**src/aioc_pkg.sv**
```systemverilog
`default_nettype none

package aioc_pkg;

   // bus access kinds
   localparam logic [1:0] ACT_CMD_WRITE  = 2'd0;
   localparam logic [1:0] ACT_CMD_READ   = 2'd1;
   localparam logic [1:0] ACT_DATA_WRITE = 2'd2;
   localparam logic [1:0] ACT_DATA_READ  = 2'd3;

   // command bytes
   localparam logic [7:0] CMD_CANCEL = 8'h10;
   localparam logic [7:0] CMD_SWITCH = 8'ha1;
   localparam logic [7:0] CMD_CREDIT = 8'he1;
   localparam logic [7:0] CMD_READ_A = 8'h71;
   localparam logic [7:0] CMD_READ_B = 8'hb1;
   localparam logic [7:0] CMD_SOUND  = 8'ha8;

   // data register offsets
   localparam logic [3:0] OFF_SYSTEM  = 4'd0;
   localparam logic [3:0] OFF_PLAYER1 = 4'd1;
   localparam logic [3:0] OFF_PLAYER2 = 4'd2;
   localparam logic [3:0] OFF_SOUND   = 4'd3;
   localparam logic [3:0] OFF_RATE    = 4'd7;

   // system port bits, active low
   localparam logic [7:0] COIN_MASK  = 8'h70;
   localparam int         START1_BIT = 2;
   localparam int         START2_BIT = 3;

   localparam logic [6:0] CREDIT_MAX        = 7'd99;
   localparam logic [6:0] FREE_PLAY_CREDITS = 7'd2;
   localparam logic [7:0] READ_UNMATCHED    = 8'hff;

   // sound data bytes and request codes
   localparam logic [7:0] SND_DATA_SAMPLE1 = 8'h02;
   localparam logic [7:0] SND_DATA_SAMPLE0 = 8'h20;
   localparam logic [1:0] SND_NONE         = 2'd0;
   localparam logic [1:0] SND_SAMPLE0      = 2'd1;
   localparam logic [1:0] SND_SAMPLE1      = 2'd2;

   typedef struct packed {
      logic [1:0] action;
      logic [3:0] reg_offset;
      logic [7:0] write_data;
      logic [7:0] system_port;
      logic [7:0] player1_port;
      logic [7:0] player2_port;
   } req_type;

   typedef struct packed {
      logic [7:0] read_data;
      logic       nmi_arm;
      logic       nmi_cancel;
      logic [1:0] sound_request;
   } rsp_type;

   // handshake between input stage and downstream
   typedef struct packed {
      logic take;   // downstream can absorb a beat this cycle
      logic fire;   // held beat moves on this cycle
   } stage_ctl_type;

endpackage

`default_nettype wire

```
**src/aioc_req_stage.sv**
```systemverilog
`default_nettype none

module aioc_req_stage
   import aioc_pkg::*;
(
   input  wire logic    clock,
   input  wire logic    reset,
   input  wire logic    req_valid,
   output logic         req_ready,
   input  wire req_type req_in,
   input  wire logic    take,
   output stage_ctl_type ctl,
   output req_type      req_out
);

   logic    valid_ff, valid_in;
   req_type data_ff;

   assign req_ready = !valid_ff || take;
   assign ctl.take  = take;
   assign ctl.fire  = valid_ff && take;
   assign valid_in  = req_ready ? req_valid : valid_ff;
   assign req_out   = data_ff;

   always_ff @(posedge clock) begin
      if (reset) begin
         valid_ff <= 1'b0;
      end else begin
         valid_ff <= valid_in;
      end
   end

   always_ff @(posedge clock) begin
      if (req_ready && req_valid) begin
         data_ff <= req_in;
      end
   end

endmodule

`default_nettype wire

```
**src/aioc_exec.sv**
```systemverilog
`default_nettype none

module aioc_exec
   import aioc_pkg::*;
(
   input  wire logic          clock,
   input  wire logic          reset,
   input  wire stage_ctl_type ctl,
   input  wire req_type       req,
   output rsp_type            rsp
);

   logic [7:0] command_ff, command_in;
   logic       switch_ff, switch_in;
   logic [6:0] credit_ff, credit_in;
   logic [7:0] tally_ff, tally_in;
   logic [7:0] cpc_ff, cpc_in;       // coins per credit
   logic [7:0] crpc_ff, crpc_in;     // credits per coin
   logic [7:0] store1_ff, store1_in; // only entries 1 and 2 are ever read back
   logic [7:0] store2_ff, store2_in;
   logic       armed_ff, armed_in;

   logic       cmd_read_ok;
   logic [7:0] tally_inc;
   logic [8:0] sum;
   logic [6:0] cr_coin, cr_s1, cr_fin;
   logic [7:0] credit_bcd;
   logic [14:0] tens_prod;
   logic [3:0] tens;
   logic [6:0] tens_x10, ones;

   assign cmd_read_ok = (command_ff == CMD_READ_A) || (command_ff == CMD_READ_B);
   assign tally_inc   = tally_ff + 8'd1;
   assign sum         = {2'b00, credit_ff} + {1'b0, crpc_ff};

   // credit-mode read path: coin or free play, saturate, start buttons
   always_comb begin
      cr_coin = credit_ff;
      tally_in = tally_ff;
      if (cpc_ff != 8'd0) begin
         if (((req.system_port & COIN_MASK) != COIN_MASK) && (credit_ff < CREDIT_MAX)) begin
            tally_in = tally_inc;
            if (tally_inc >= cpc_ff) begin
               cr_coin  = (sum > {2'b00, CREDIT_MAX}) ? CREDIT_MAX : sum[6:0];
               tally_in = 8'd0;
            end
         end
      end else begin
         cr_coin = FREE_PLAY_CREDITS;
      end
      cr_s1 = (!req.system_port[START1_BIT] && cr_coin >= 7'd1) ? cr_coin - 7'd1 : cr_coin;
      cr_fin = (!req.system_port[START2_BIT] && cr_s1 >= 7'd2) ? cr_s1 - 7'd2 : cr_s1;
   end

   // divide by ten through the reciprocal, exact below 100
   assign tens_prod  = {8'd0, cr_fin} * 15'd205;
   assign tens       = tens_prod[14:11];
   assign tens_x10   = {tens, 3'b000} + {2'b00, tens, 1'b0};
   assign ones       = cr_fin - tens_x10;
   assign credit_bcd = {tens, ones[3:0]};

   always_comb begin
      command_in = command_ff;
      switch_in  = switch_ff;
      credit_in  = credit_ff;
      cpc_in     = cpc_ff;
      crpc_in    = crpc_ff;
      store1_in  = store1_ff;
      store2_in  = store2_ff;
      armed_in   = armed_ff;
      rsp        = '0;
      unique case (req.action)
         ACT_CMD_WRITE: begin
            command_in = req.write_data;
            if (req.write_data == CMD_CANCEL) begin
               rsp.nmi_cancel = armed_ff;
               armed_in = 1'b0;
            end else begin
               if (req.write_data == CMD_SWITCH) begin
                  switch_in = 1'b1;
               end else if (req.write_data == CMD_CREDIT) begin
                  credit_in = 7'd0;
                  switch_in = 1'b0;
               end
               armed_in    = 1'b1;
               rsp.nmi_arm = 1'b1;
            end
         end
         ACT_CMD_READ: begin
            rsp.read_data = command_ff;
         end
         ACT_DATA_WRITE: begin
            if (req.reg_offset == OFF_PLAYER1) store1_in = req.write_data;
            if (req.reg_offset == OFF_PLAYER2) store2_in = req.write_data;
            if (command_ff == CMD_SOUND && req.reg_offset == OFF_SOUND) begin
               if (req.write_data == SND_DATA_SAMPLE1) begin
                  rsp.sound_request = SND_SAMPLE1;
               end else if (req.write_data == SND_DATA_SAMPLE0) begin
                  rsp.sound_request = SND_SAMPLE0;
               end else begin
                  rsp.sound_request = SND_NONE;
               end
            end else if (command_ff == CMD_CREDIT && req.reg_offset == OFF_RATE) begin
               cpc_in  = store1_ff;
               crpc_in = store2_ff;
            end
         end
         ACT_DATA_READ: begin
            rsp.read_data = READ_UNMATCHED;
            if (cmd_read_ok) begin
               if (req.reg_offset == OFF_SYSTEM) begin
                  if (switch_ff) begin
                     rsp.read_data = req.system_port;
                  end else begin
                     rsp.read_data = credit_bcd;
                     credit_in     = cr_fin;
                  end
               end else if (req.reg_offset == OFF_PLAYER1) begin
                  rsp.read_data = req.player1_port;
               end else if (req.reg_offset == OFF_PLAYER2) begin
                  rsp.read_data = req.player2_port;
               end
            end
         end
         default: begin
            rsp = '0;
         end
      endcase
   end

   // tally only moves on a credit-mode system read
   logic credit_read;
   assign credit_read = (req.action == ACT_DATA_READ) && cmd_read_ok &&
                        (req.reg_offset == OFF_SYSTEM) && !switch_ff;

   always_ff @(posedge clock) begin
      if (reset) begin
         command_ff <= '0;
         switch_ff  <= 1'b0;
         credit_ff  <= '0;
         tally_ff   <= '0;
         cpc_ff     <= '0;
         crpc_ff    <= '0;
         store1_ff  <= '0;
         store2_ff  <= '0;
         armed_ff   <= 1'b0;
      end else if (ctl.fire) begin
         command_ff <= command_in;
         switch_ff  <= switch_in;
         credit_ff  <= credit_in;
         if (credit_read) tally_ff <= tally_in;
         cpc_ff     <= cpc_in;
         crpc_ff    <= crpc_in;
         store1_ff  <= store1_in;
         store2_ff  <= store2_in;
         armed_ff   <= armed_in;
      end
   end

endmodule

`default_nettype wire

```
**src/arcade_io_credit_controller.sv**
```systemverilog
// A request beat accepted into the input register moves on into the response register.
// One beat per cycle unless stalled; input register, execute logic, response register.
// Backpressure on rsp_ready stalls the pipeline without losing or repeating beats.
// Reset (synchronous, active high) clears command, mode, credits, coin tally, rates,
// data store, NMI arm state and both valid flags.
`default_nettype none

module arcade_io_credit_controller
   import aioc_pkg::*;
(
   input  wire logic       clock,
   input  wire logic       reset,
   input  wire logic       req_valid,
   output logic            req_ready,
   input  wire logic [1:0] req_action,
   input  wire logic [3:0] req_reg_offset,
   input  wire logic [7:0] req_write_data,
   input  wire logic [7:0] req_system_port,
   input  wire logic [7:0] req_player1_port,
   input  wire logic [7:0] req_player2_port,
   output logic            rsp_valid,
   input  wire logic       rsp_ready,
   output logic [7:0]      rsp_read_data,
   output logic            rsp_nmi_arm,
   output logic            rsp_nmi_cancel,
   output logic [1:0]      rsp_sound_request
);

   req_type       req_in, req_held;
   rsp_type       rsp_next, rsp_ff;
   stage_ctl_type ctl;
   logic          rsp_valid_ff, rsp_valid_in;
   logic          out_free;

   assign req_in = '{action:       req_action,
                     reg_offset:   req_reg_offset,
                     write_data:   req_write_data,
                     system_port:  req_system_port,
                     player1_port: req_player1_port,
                     player2_port: req_player2_port};

   // response register is free when empty or draining this cycle
   assign out_free = !rsp_valid_ff || rsp_ready;

   aioc_req_stage u_req_stage (
      .clock     (clock),
      .reset     (reset),
      .req_valid (req_valid),
      .req_ready (req_ready),
      .req_in    (req_in),
      .take      (out_free),
      .ctl       (ctl),
      .req_out   (req_held)
   );

   // state updates happen on the same edge the held beat moves into the response register
   aioc_exec u_exec (
      .clock (clock),
      .reset (reset),
      .ctl   (ctl),
      .req   (req_held),
      .rsp   (rsp_next)
   );

   assign rsp_valid_in = ctl.fire ? 1'b1 : (out_free ? 1'b0 : rsp_valid_ff);

   always_ff @(posedge clock) begin
      if (reset) begin
         rsp_valid_ff <= 1'b0;
      end else begin
         rsp_valid_ff <= rsp_valid_in;
      end
   end

   always_ff @(posedge clock) begin
      if (ctl.fire) begin
         rsp_ff <= rsp_next;
      end
   end

   assign rsp_valid         = rsp_valid_ff;
   assign rsp_read_data     = rsp_ff.read_data;
   assign rsp_nmi_arm       = rsp_ff.nmi_arm;
   assign rsp_nmi_cancel    = rsp_ff.nmi_cancel;
   assign rsp_sound_request = rsp_ff.sound_request;

endmodule

`default_nettype wire

```
**config.mk**
```make
export PLATFORM = sky130hd
export DESIGN_NAME = arcade_io_credit_controller
export DESIGN_NICKNAME = d
export VERILOG_FILES = /design/src/aioc_pkg.sv /design/src/aioc_req_stage.sv /design/src/aioc_exec.sv /design/src/arcade_io_credit_controller.sv
export SDC_FILE = /design/constraint.sdc
export NUM_CORES = 1
export LEC_CHECK = 0
export ABC_CLOCK_PERIOD_IN_PS = 8100
export BUFFER_PORTS_ARGS = -buffer_cell sky130_fd_sc_hd__buf_2
export CAP_MARGIN = 20
export CORE_MARGIN = 1.5
export CORE_UTILIZATION = 30
export CTS_CLUSTER_DIAMETER = 40
export DETAILED_ROUTE_END_ITERATION = 6
export MAX_ROUTING_LAYER = met4
export PLACE_DENSITY_LB_ADDON = 0.12
export SLEW_MARGIN = 20
export SYNTH_ARGS = -nofsm -noshare
export SYNTH_HDL_FRONTEND = slang
export SYNTH_SLANG_ARGS = --single-unit
```
**constraint.sdc**
```tcl
create_clock -name clock -period 8.1 [get_ports clock]
set_clock_uncertainty 0.05 [all_clocks]
set_input_delay 1.62 -clock clock [delete_from_list [all_inputs] [get_ports clock]]
set_output_delay 1.62 -clock clock [all_outputs]
set_load 0.01 [all_outputs]
```
==> results of run 1 <==
cells in the final DEF (no fill, tap or decap), drive strengths merged, types with 4 or more instances in the layout:
cell	n
xnor2	11
dfxtp	59
buf	176
nand2	83
a31o	7
edfxtp	50
ha	54
nand3b	4
fa	9
nor4	8
nor2	68
o21ai	26
nor2b	9
xor2	16
o211ai	4
a22o	6
and3	6
nor3	14
nand4	9
a31oi	4
a311oi	4
a22oi	15
a21o	6
a21oi	57
clkbuf	10
a211oi	7
nand3	22
mux2i	18
inv	49
and2	15
per-layer routing:
metal  global-route usage, %  vias to the layer above
li1                        -                     2921
met1                    21.6                     2834
met2                    28.8                       86
met3                    2.75                       16
met4                    3.22                        0
met5                       -                        -
Yosys cell counts, drive strengths merged, types with 7 or more instances:
master,number
a22oi,15
clkbuf,20
and2,15
inv,46
a21oi,57
ha,54
edfxtp,50
a211oi,7
nand2,83
nand4,9
a31o,7
xor2,16
nor2b,9
nor2,68
xnor2,11
mux2i,18
nor4,8
o21ai,26
nor3,14
dfxtp,59
nand3,22
fa,9
final timing paths:
| check | from | endpoint | cells after the start |
|---|---|---|---|
| worst max register to register | u_exec.tally_ff[0] | rsp_read_data[3] | 42 |
| worst min-delay path | u_exec.crpc_ff[5] | u_exec.crpc_ff[5] | 2 |
| worst min register to register | u_exec.crpc_ff[5] | u_exec.crpc_ff[5] | 2 |
| worst max-delay path | u_exec.tally_ff[0] | rsp_read_data[3] | 42 |
repair_timing:
action / 4_1_cts / 5_1_grt
resized for setup: 64 / 36
pin swaps: 54 / 47
setup buffers: 18 / 9
endpoints found under the setup margin: 4 / 5
worst reg2reg max path, delay by kind of cell (launching register included):
kind | cells | cell delay (ns)
compound gates | 15 | 2.74
fa+ha+maj | 8 | 2.30
simple gates | 8 | 1.18
xor+xnor | 5 | 0.77
flops | 1 | 0.38
buf+inv | 5 | 0.37
mux | 1 | 0.22
cells by family after synthesis:
kind of cell	synth area share [%]
buffers and inverters	4.12
multiplexers	2.82
AO/OA/AOI/OAI	18.0
adder cells (fa/ha/maj)	12.6
XOR/XNOR	3.60
AND/OR/NAND/NOR	19.2
flip-flops	39.6
flip-flops by register name (all words and copies together), names as in the netlist:
register and count:
rsp_nmi_arm 1, rsp_nmi_cancel 1, rsp_read_data 8, rsp_sound_request 2, rsp_valid 1, u_exec.armed_ff 1, u_exec.command_ff 8, u_exec.cpc_ff 8
u_exec.credit_ff 7, u_exec.crpc_ff 8, u_exec.store1_ff 8, u_exec.store2_ff 8, u_exec.switch_ff 1, u_exec.tally_ff 8, u_req_stage.req_out 38, u_req_stage.valid_ff 1
per-stage QoR:
stage | std cells | hold slack (ns)
floorplan | 717 | 0.386
global placement | 1123 | 0.403
detailed placement | 1123 | 0.403
CTS | 1157 | 0.414
global route | 1164 | 0.444
finish | 1164 | 0.412
power groups by stage:
stage | Combinational (mW) | Sequential [mW] | Clock [mW]
floorplan | 0.119 | 0.615 | 0
global placement | 0.185 | 0.621 | 0
detailed placement | 0.189 | 0.621 | 0
CTS | 0.210 | 0.607 | 0.471
global route | 0.252 | 0.609 | 0.492
finish | 0.225 | 0.607 | 0.453
area by class of cell:
| class | count | area (µm²) | area share, % |
|---|---|---|---|
| multi-input cells | 537 | 4410 | 48.3 |
| inverters | 46 | 175 | 1.92 |
| flip-flops and latches | 109 | 2700 | 29.6 |
| well taps | 280 | 350 | 3.83 |
| repair buffers | 176 | 1200 | 13.1 |
| clock buffers | 10 | 229 | 2.51 |
| clock inverters | 6 | 70.1 | 0.767 |
==> results.md, run 1 <==
* Status: finished, violations left
* Failing checks: setup timing
* CP required at 8.15 ns
* CTS clock-pin slew for the worst setup and hold paths at 0.07 ns
* Clock power share at 35.2%
* GRT Residual Overflow at 0
* Initial Utilization at 30.8%
* Antenna Nets Post-Route at 0
* IO buf count at between 50 and 60
* TritonCTS clock tree: yes
* Inserted Diodes at 0
* Slowest cell delay on critical path at between 0.5 and 0.6 ns
* Top cells by area, synth: edfxtp_1 (22%), dfxtp_1 (17%), ha_1 (10%)
* Critical Path AT at ~8.3 ns
* Worst-Margin Slew at between 0.9 and 1 ns
* Tot GR Track Use at between 15 and 20%
* DRC Markers at 0
* Ports at between 50 and 60
* TritonRoute pass-1 iters at 4
* DRT met1 WL at around 8900 µm
* CTS H-tree lvls at 3
* Total die area at around 24000 µm²
* Utilization after layout at about two fifths
* Fillcell total at about 2200
* Vias at 5857
* Max frequency at approximately 0.12 GHz
* Worst reg2reg setup slack at -0.17 ns
* Fin Setup TNS at -0.292 ns
* RSZ-0062 raised after global routing: yes
* DR WL met3 at around 540 µm
* CTS buffer count at 9
* Final Cell Area at 9140 µm²
* Fin nets at slightly below 1000
* WL met2 at around 9400 µm
* Final max-slew violation count at 0
* Final wirelength at roughly 19000 µm
* Count of final setup violators at 2
* Vias in the first global route at about 6000
* Number of buffer and inverter stages on the critical path at 5
* Netlist cell types at 87
* Cell family with most CP delay: compound AO/OA/AOI/OAI gates
* Synth Cell Area at just under 7000 µm²
* Cell Area, Placed at ~8100 µm²
* Place WS at -0.562 ns
* Area Overhead vs Synth at 34.8%
* First-pass GRT wire length at a little over 30000 µm
* DRT iter0 DRCs at 333
* Async SR Flop Fraction at 0%
* Tcrit/Tclk final at 102%
* Share of cells above drive strength 1 at between 30% and 40%
* Sequential cell area fraction in the yosys report at 39.6%
* Die width at approximately 150 µm
* Core Footprint at ~22000 µm²
* Min cycle time layout at roughly 8.3 ns
* Top FF cell, synth: dfxtp_1
* Synth top area share at ~22%
* Leakage at about 3.8 nW
* Combinational Power Share at 17.5%
* Post-synth EDFFs at 50
* Max Root-Sink Buffers at 2
* Clock sinks at roughly 110
* Hold Buf Count CTS at 0
* Cell mode on critical path: ha_4
* Power Total at between 1 and 1.5 mW
* CTS root buffer: clkbuf_16
* Pwr Density at approximately 140 nW/µm²
* Worst Hold Class: register to register
* CP endpoint kind: register
* Crit path kind: register to register
* Initial antenna violation count at 0
* Sw frac at a little over a quarter
* Slowest CP cell: fa_1
* Worst skew pair latency at 0.36 ns
* Worst vdd rail ir drop at 124 µV
* Routed len/inst at approximately 16 µm
* Dpl hpwl at ~14000 µm
* Synth area leader: edfxtp_1
* P_int at between 0.9 and 1 mW
* Flop pwr share at around 47%
* FP Rows at 54
* Post-route setup slack at -0.168 ns
* Switch Pwr at around 0.34 mW
* Mapped Cells at 717
* Max-slew headroom at between 30% and 40%
* Vias/cell at approximately 5.0
* Post-synthesis net count at ~820
* YS warnings at 0
* FF+latch count, synth at 109
* Die H at about 150 µm
* RePlAce Congestion at between 0.8 and 0.9
* Top layer in use: met4
* Startpoint types: register
* Max Cap Viol at 0
* Syn avg cell area at 9.45 µm²
* Crit path max fanout at 3
* Largest net degree at the start of global routing at 60
* Final Hold Viols at 0
No activity file was read; power rests on OpenSTA's default activity.
==> inputs of run 2 (changes only) <==
- ABC_CLOCK_PERIOD_IN_PS: 8100 -> 7800
- CORE_UTILIZATION: 30 -> 61
- clock period: 8.1 -> 7.8 ns (I/O delays scaled with it)
==> results.md, run 2 (synthesized netlist as in run 1, its figures left out) <==
* Status: finished, violations left (unchanged)
* Failing checks: setup timing (unchanged)
* Worst hold path startpoint: u_exec.store1_ff[4] (was u_exec.crpc_ff[5])
* Leakage at 3.80 nW (was 3.77 nW)
* Dpl cells at 1005 (was 1123)
* Antenna Nets Post-Route at 0 (unchanged)
* CP endpoint kind: register (unchanged)
* Core Footprint at 10800 µm² (was 22000 µm²)
* Worst hold margin at 0.414 ns (was 0.412 ns)
* Slowest cell delay on critical path at 0.48 ns (was 0.55 ns)
* Hold Buf Count CTS at 0 (unchanged)
* Ports at 56 (unchanged)
* Inserted Diodes at 0 (unchanged)
* Initial Utilization at 62.5% (was 30.8%)
* Reg2Reg Launch Point: u_exec.tally_ff[0] (unchanged)
* Final Cell Area at 8920 µm² (was 9140 µm²)
* Cell family with most CP delay: compound AO/OA/AOI/OAI gates (unchanged)
* Tcrit/Tclk final at 108% (was 102%)
* Startpoint types: register (unchanged)
* RePlAce Congestion at 0.883 (was 0.810)
* Clock power share at 26.6% (was 35.2%)
* Final Hold Viols at 0 (unchanged)
* Flop pwr share at 53.3% (was 47.3%)
* Vias/cell at 5.95 (was 5.03)
* CTS clock-pin slew for the worst setup and hold paths at 0.10 ns (was 0.07 ns)
* CTS root buffer: clkbuf_8 (was clkbuf_16)
* Max-slew headroom at 30.1% (was 36.9%)
* Worst Hold Class: register to register (unchanged)
* Max reg flops at 38 (unchanged)
* Clock sinks at 109 (unchanged)
* Fillcell total at 646 (was 2184)
* Final max-slew violation count at 0 (unchanged)
* Die H at 108 µm (was 153 µm)
* Worst reg2reg setup slack at -0.61 ns (was -0.17 ns)
* Place WS at -0.939 ns (was -0.562 ns)
* Area of the multi-input gates at 4360 µm² (was 4410 µm²)
* Combinational Power Share at 20.1% (was 17.5%)
* Launch point of the worst path: u_exec.tally_ff[0] (unchanged)
* CTS buffer count at 9 (unchanged)
* TritonRoute pass-1 iters at 5 (was 4)
* Vias at 6190 (was 5857)
* Tot GR Track Use at 33.3% (was 17.0%)
* Worst skew pair latency at 0.37 ns (was 0.36 ns)
* Crit path max fanout at 5 (was 3)
* Number of buffer and inverter stages on the critical path at 6 (was 5)
* Commonest non-fill, non-tap cells in the layout: buf_4 (132), nand2_1 (79), nor2_1 (63) (was buf_4 (117), nand2_1 (78), nor2_1 (63))
* Die width at 108 µm (was 153 µm)
* Slowest CP cell: fa_1 (unchanged)
* Fin Setup TNS at -1.82 ns (was -0.292 ns)
* Fin nets at 1001 (was 984)
* Critical Path AT at 8.47 ns (was 8.32 ns)
* DRT iter0 DRCs at 449 (was 333)
* Max Cap Viol at 0 (unchanged)
* FP Rows at 38 (was 54)
* Final wirelength at 18600 µm (was 19000 µm)
* TritonCTS clock tree: yes (unchanged)
* Max frequency at 0.119 GHz (was 0.121 GHz)
* First-pass GRT wire length at 29500 µm (was 31200 µm)
* Finished Layout Cells at 1041 (was 1164)
* Routed len/inst at 17.9 µm (was 16.3 µm)
* Max Root-Sink Buffers at 2 (unchanged)
* Total die area at 11800 µm² (was 23500 µm²)
* IO buf count at 55 (unchanged)
* Power Total at 1.18 mW (was 1.28 mW)
* Worst-Margin Slew at 1.05 ns (was 0.938 ns)
* Initial antenna violation count at 0 (unchanged)
* Cell Area, Placed at 8120 µm² (was 8100 µm²)
* Post-route setup slack at -0.611 ns (was -0.168 ns)
* Cell mode on critical path: ha_1 (was ha_4)
* Area Overhead vs Synth at 31.6% (was 34.8%)
* DRC Markers at 0 (unchanged)
* P_int at 0.856 mW (was 0.943 mW)
* CTS H-tree lvls at 3 (unchanged)
* Most common cell after layout, fill and taps aside: buf_4 (unchanged)
* Vias in the first global route at 6204 (was 6032)
* RSZ-0062 raised after global routing: yes (unchanged)
* Largest net degree at the start of global routing at 60 (unchanged)
* GRT Residual Overflow at 0 (unchanged)
* Sw frac at 27.6% (was 26.6%)
* Crit path kind: register to register (unchanged)
* Dpl hpwl at 13100 µm (was 14400 µm)
* Worst vdd rail ir drop at 176 µV (was 124 µV)
* Switch Pwr at 0.327 mW (was 0.342 mW)
* Min cycle time layout at 8.41 ns (was 8.27 ns)
* Utilization after layout at 82.3% (was 41.5%)
* Count of final setup violators at 5 (was 2)
* Pwr Density at 133 nW/µm² (was 141 nW/µm²)
* Sequential cell area at 2700 µm² (about the same)
* Share of cells above drive strength 1 at 35.8% (was 35.2%)
* CP required at 7.86 ns (was 8.15 ns)
## run 2: power groups by stage
stage / Clock, mW / Sequential (mW) / Combinational [mW]
floorplan: 0 / 0.638 / 0.124
global placement: 0 / 0.642 / 0.191
detailed placement: 0 / 0.643 / 0.203
CTS: 0.318 / 0.630 / 0.224
global route: 0.338 / 0.632 / 0.261
finish: 0.315 / 0.630 / 0.238
## run 2: final cells by class
cell class                 count  area share (%)
multi-input combinational    537            48.9
sequential                   109            30.3
timing repair buffer         193            15.0
inverter                      46            1.96
tap                          140            1.96
clock buffer                  11            1.70
clock inverter                 5           0.281
## run 2: path summary, 6_finish.rpt
check                           cells past startpoint                to
worst max-delay path                               43  rsp_read_data[3]
worst min-delay path                                2  u_exec.cpc_ff[4]
worst max register to register                     43  rsp_read_data[3]
worst min register to register                      2  u_exec.cpc_ff[4]
## run 2: worst register-to-register path: cells and delay by family, from the launching register on
kind                       cells  cell delay [ns]
DFF                            1             0.39
xor gates and xnor gates       4             0.87
buffers and inverters          6             0.56
adders and majority gates      9             2.59
muxes                          1             0.20
AOI/OAI and AO/OA             16             2.67
and+or+nand+nor                7             0.83
## run 2: timing repair
action	in CTS	in global routing
setup buffers	18	7
endpoints found under the setup margin	7	7
pin swaps	60	45
resized for setup	62	29
## run 2: per-layer routing
layer / GRT usage, % / wire length (µm) / vias to the layer above
li1: - / - / 2955
met1: 41.1 / 7780 / 2977
met2: 56.1 / 9520 / 206
met3: 4.04 / 814 / 52
met4: 12.5 / 525 / 0
met5: - / 0 / -
